## src/rtl/gqi_pkg.sv

```systemverilog
// Shared types, constants and small tables for the gyro quaternion integrator.
// No dependencies; every other file in rtl/ imports this package.
package gqi_pkg;

	// Configuration register indexes
	typedef enum logic [1:0] {
		CFG_TIME_STEP      = 2'd0,
		CFG_RATE_THRESHOLD = 2'd1
	} gqi_cfg_idx_t;

	localparam logic [15:0]        TIME_STEP_RST  = 16'd10486;
	localparam logic [14:0]        RATE_THR_RST   = 15'd0;
	localparam logic signed [31:0] ATT_ONE        = 32'sh4000_0000;
	localparam logic signed [32:0] CORDIC_GAIN    = 33'sd652032874;
	localparam logic [4:0]         CORDIC_LAST    = 5'd29;
	localparam logic [63:0]        CONE_HALF      = 64'h0000_000C_0000_0000;
	localparam logic [31:0]        RECIP3         = 32'hAAAA_AAAB;

	// Sample and result payloads
	typedef struct packed {
		logic signed [15:0] rate_x;
		logic signed [15:0] rate_y;
		logic signed [15:0] rate_z;
	} gqi_in_t;

	typedef struct packed {
		logic signed [15:0] att_w;
		logic signed [15:0] att_x;
		logic signed [15:0] att_y;
		logic signed [15:0] att_z;
	} gqi_out_t;

	typedef logic signed [16:0] gqi_sum_t;
	typedef logic signed [32:0] gqi_cross_t;

	// Classified sample handed from front to back
	typedef struct packed {
		gqi_sum_t   [2:0] s;
		gqi_cross_t [2:0] c;
		logic       [33:0] n2;
		logic              upd;
	} gqi_job_t;

	// floor(atan(2^-i) * 2^30), but entries 27 to 29 are one above the floor
	function automatic logic [29:0] atan_entry(input logic [4:0] i);
		logic [29:0] v;
		unique case (i)
			5'd0:  v = 30'd843314856;
			5'd1:  v = 30'd497837829;
			5'd2:  v = 30'd263043836;
			5'd3:  v = 30'd133525158;
			5'd4:  v = 30'd67021686;
			5'd5:  v = 30'd33543515;
			5'd6:  v = 30'd16775850;
			5'd7:  v = 30'd8388437;
			5'd8:  v = 30'd4194282;
			5'd9:  v = 30'd2097149;
			5'd10: v = 30'd1048575;
			5'd11: v = 30'd524287;
			5'd12: v = 30'd262143;
			5'd13: v = 30'd131071;
			5'd14: v = 30'd65535;
			5'd15: v = 30'd32767;
			5'd16: v = 30'd16383;
			5'd17: v = 30'd8191;
			5'd18: v = 30'd4095;
			5'd19: v = 30'd2047;
			5'd20: v = 30'd1023;
			5'd21: v = 30'd511;
			5'd22: v = 30'd255;
			5'd23: v = 30'd127;
			5'd24: v = 30'd63;
			5'd25: v = 30'd31;
			5'd26: v = 30'd15;
			5'd27: v = 30'd8;
			5'd28: v = 30'd4;
			5'd29: v = 30'd2;
			default: v = 30'd0;
		endcase
		return v;
	endfunction

	// Hamilton product: output j, term k uses a[k]*b[j^k]; true where subtracted
	function automatic logic term_neg(input logic [1:0] j, input logic [1:0] k);
		logic [3:0] jk;
		jk = {j, k};
		return (jk == 4'b0001) || (jk == 4'b0010) || (jk == 4'b0011) ||
			(jk == 4'b0111) || (jk == 4'b1001) || (jk == 4'b1110);
	endfunction

endpackage

```

## src/rtl/gqi_queue.sv

```systemverilog
// Two-entry queue between front and back end.
// Depends on gqi_pkg for the entry type.
module gqi_queue import gqi_pkg::*; (
	input  logic     clk,
	input  logic     arst_n,
	input  logic     push,
	input  gqi_job_t wr_data,
	input  logic     pop,
	output gqi_job_t rd_data,
	output logic     full,
	output logic     empty
);

	gqi_job_t   mem [2];
	logic       wr_ptr_q, rd_ptr_q;
	logic [1:0] cnt_q;

	assign full    = cnt_q == 2'd2;
	assign empty   = cnt_q == 2'd0;
	assign rd_data = mem[rd_ptr_q];

	always_ff @(posedge clk or negedge arst_n) begin
		if (!arst_n) begin
			wr_ptr_q <= 1'b0;
			rd_ptr_q <= 1'b0;
			cnt_q    <= 2'd0;
		end else begin
			if (push) wr_ptr_q <= !wr_ptr_q;
			if (pop)  rd_ptr_q <= !rd_ptr_q;
			if (push && !pop)
				cnt_q <= cnt_q + 2'd1;
			else if (pop && !push)
				cnt_q <= cnt_q - 2'd1;
		end
	end

	always_ff @(posedge clk) begin
		if (push) mem[wr_ptr_q] <= wr_data;
	end

endmodule

```

## config.mk

```make
export PLATFORM = sky130hd
export DESIGN_NAME = gqi_queue
export DESIGN_NICKNAME = d
export VERILOG_FILES = /design/src/rtl/gqi_pkg.sv /design/src/rtl/gqi_queue.sv
export SDC_FILE = /design/constraint.sdc
export NUM_CORES = 1
export LEC_CHECK = 0
export BUFFER_PORTS_ARGS = -buffer_cell sky130_fd_sc_hd__buf_4
export CAP_MARGIN = 20
export CORE_MARGIN = 2
export CORE_UTILIZATION = 52
export DETAILED_ROUTE_END_ITERATION = 8
export PLACE_DENSITY = 0.87
export SYNTH_ARGS = -nofsm -noshare
export SYNTH_HDL_FRONTEND = slang
export SYNTH_SLANG_ARGS = --single-unit
```

## constraint.sdc

```tcl
create_clock -name clk -period 10.86 [get_ports clk]
set_input_delay 2.172 -clock clk [delete_from_list [all_inputs] [get_ports clk]]
set_output_delay 2.172 -clock clk [all_outputs]
set_load 0.005 [all_outputs]
```

==> results.sh <==
export IMPL_clk_path_buf_depth=3
export IMPL_syn_area_sq_mm=0.01412
export IMPL_grt_max_degree=77
export IMPL_grt_usage_pct=18.67
export IMPL_drt_iter0_drc=410
export IMPL_cts_made_buffers=38
export IMPL_yosys_area_top_type_share_pct=78.70
export IMPL_start_kind="flop"
export IMPL_cap_violations=0
export IMPL_synthDistinctLibCells=13
export IMPL_grt_ovfl_total=0
export IMPL_cts_tree="built"
export IMPL_antenna_found_initial=1
export IMPL_place_area_sq_mm=0.01721
export IMPL_yosys_register_bits=374
export IMPL_fin_area_sq_mm=0.01840
export IMPL_p_leak_nw=7.309
export IMPL_crit_type="flop to output port"
export IMPL_chipHeight_um=168.8
export IMPL_min_from="cnt_q[1]"
export IMPL_synth_top_area_cell="edfxtp_1"
export IMPL_numClockSinks=374
export IMPL_timing_rr_end="mem[0][66]"
export IMPL_final_setup_worst_slack_ns=5.450
export IMPL_clk_pin_slew_ns=0.06
export IMPL_syn_area_per_cell_sq_um=23.85
export IMPL_p_per_area_mw_per_mm2=255.0
export IMPL_path_max_fanout=70
export IMPL_finalClockSkew_ns=0.01087
export IMPL_rsz0062_at_grt="no"
export IMPL_final_nets=1184
export IMPL_yosysWarnings=0
export IMPL_first_pass_iters=4
export IMPL_ctsHoldBuffers=0
export IMPL_die_area_sq_mm=0.02848
export IMPL_place_congestion=0.7282
export IMPL_period_minus_slack_ns=5.410
export IMPL_num_rows=60
export IMPL_worst_ep_required_time_ns=8.69
export IMPL_cts_resized=0
export IMPL_setup_viol=0
export IMPL_initial_core_util_pct=52.68
export IMPL_core_area_sq_mm=0.02680
export IMPL_vias=6931
export IMPL_clock_latency_ns=0.51
export IMPL_max_freq_mhz=184.8
export IMPL_route_detailed_drc=0
export IMPL_htree_levels=2
export IMPL_reg2reg_depth=3
export IMPL_synth_area_leaders="edfxtp_1 (79%), mux2_4 (15%), mux2_2 (3.6%), buf_6 (1.4%), dfrtp_1 (0.71%)"
export IMPL_cp_data_arrival_time_ns=3.24
export IMPL_slew_violations=0
export IMPL_grt_pass1_vias=7379
export IMPL_cts_root_buf="clkbuf_16"
export IMPL_whs_path_depth=1
export IMPL_wire_per_inst_um=20.27
export IMPL_ios=376
export IMPL_min_to="cnt_q[1]"
export IMPL_via_per_inst=5.100
export IMPL_r2r_setup_slack_ns=8.06
export IMPL_post_dp_hpwl_um=18280
export IMPL_finalCritPeriodShare_pct=49.81
export IMPL_place_ws_ns=5.925
export IMPL_end_kind="output port"
export IMPL_ys_seq_area_share_pct=79.41
export IMPL_syn_nets=782
export IMPL_status="complete, no violations"
export IMPL_synthCells=592
export IMPL_grt_pass1_wl_um=40570
export IMPL_final_util_pct=68.67
export IMPL_finalSetupTns_ns=0
export IMPL_port_buffers=375
export IMPL_ir_drop_uv=201.9
export IMPL_diodes=0
export IMPL_area_growth_pct=30.36
export IMPL_drt_wl_total_um=27540
export IMPL_hold_class="flop to flop"
export IMPL_finalHoldViolations=0
export IMPL_worst_pin_slew_ns=1.089
export IMPL_final_layout_size_suffix_gt1_share_pct=61.20
export IMPL_ant_nets=0
export IMPL_cts_setup_buffers=0
export IMPL_maxSlewHeadroom_pct=27.40
export IMPL_die_w_um=168.8
export IMPL_rr_startpoint="wr_ptr_q"
[registers in the layout, summed over array words and instances, names as in the netlist]
name	cells
rd_ptr_q	1
mem	370
cnt_q	2
wr_ptr_q	1
[stage by stage]
stage,power (W),std cells,hold slack [ns]
2_1_floorplan,0.002925,592,0.4563
5_1_grt,0.004888,1359,0.5188
3_5_place_dp,0.003521,1294,0.4919
4_1_cts,0.004745,1358,0.5082
3_3_place_gp,0.003485,1294,0.4789
6_report,0.004693,1359,0.4996
[critical path: stages, from the launching register on]
cell and delay [ns]:
dfrtp_4 1.13, buf_4 0.97, mux2_2 0.43, buf_4 0.14
[placed cells by master (no fill, tap or decap)]
master,n
and2_4,1
buf_16,1
buf_4,382
bufinv_16,1
clkbuf_1,9
clkbuf_16,41
clkinv_1,3
clkinv_2,6
clkinv_4,1
clkinvlp_4,3
dfrtp_1,3
dfrtp_4,1
edfxtp_1,370
ha_1,1
inv_1,1
mux2_2,45
mux2_4,140
nor2_1,2
nor2b_1,1
nor2b_4,1
xnor2_1,1
xor2_1,4
[layout make-up]
type,instances,area (sq um)
Inverter,1,3.754
Clock inverter,14,102.6
Sequential cell,374,11210
Tap cell,341,426.7
Timing Repair Buffer,383,2895
Multi-Input combinational cell,196,2701
Fill cell,1653,8397
Clock buffer,50,1060
[worst max-delay path by stage]
stage / cells past startpoint / start / to
2_1_floorplan: 1 / push / mem[0][0]
3_3_place_gp: 3 / rd_ptr_q / rd_data[184]
3_5_place_dp: 3 / rd_ptr_q / rd_data[184]
4_1_cts: 3 / rd_ptr_q / rd_data[184]
5_1_grt: 3 / rd_ptr_q / rd_data[174]
6_report: 3 / rd_ptr_q / rd_data[174]
[logic make-up after synthesis]
| family | count (synthesis) | synth area share [%] |
|---|---|---|
| fa+ha+maj | 1 | 0.08861 |
| mux | 185 | 18.48 |
| simple gates | 5 | 0.1862 |
| flops | 374 | 79.41 |
| xor+xnor | 5 | 0.3102 |
| buf+inv | 22 | 1.524 |
[where the power goes]
group,switching [W],internal [W]
logic,0.000576,0.000863
registers,0.000126,0.00192
clock network,0.000500,0.000709
[Yosys cell counts]
| cell | instances |
|---|---|
| and2_1 | 1 |
| buf_2 | 4 |
| buf_6 | 17 |
| dfrtp_1 | 4 |
| edfxtp_1 | 370 |
| ha_1 | 1 |
| inv_1 | 1 |
| mux2_2 | 45 |
| mux2_4 | 140 |
| nor2_1 | 2 |
| nor2b_1 | 2 |
| xnor2_1 | 1 |
| xor2_1 | 4 |
[metal layers]
layer | wire length, um | vias up | global-route usage, %
met1 | 9826 | 3435 | 20.65
met4 | 899 | 2 | 6.672
met5 | 10 | - | 0
li1 | - | 3154 | -
met3 | 2326 | 61 | 6.360
met2 | 14480 | 279 | 33.54
No activity file was read; power rests on OpenSTA's default activity.
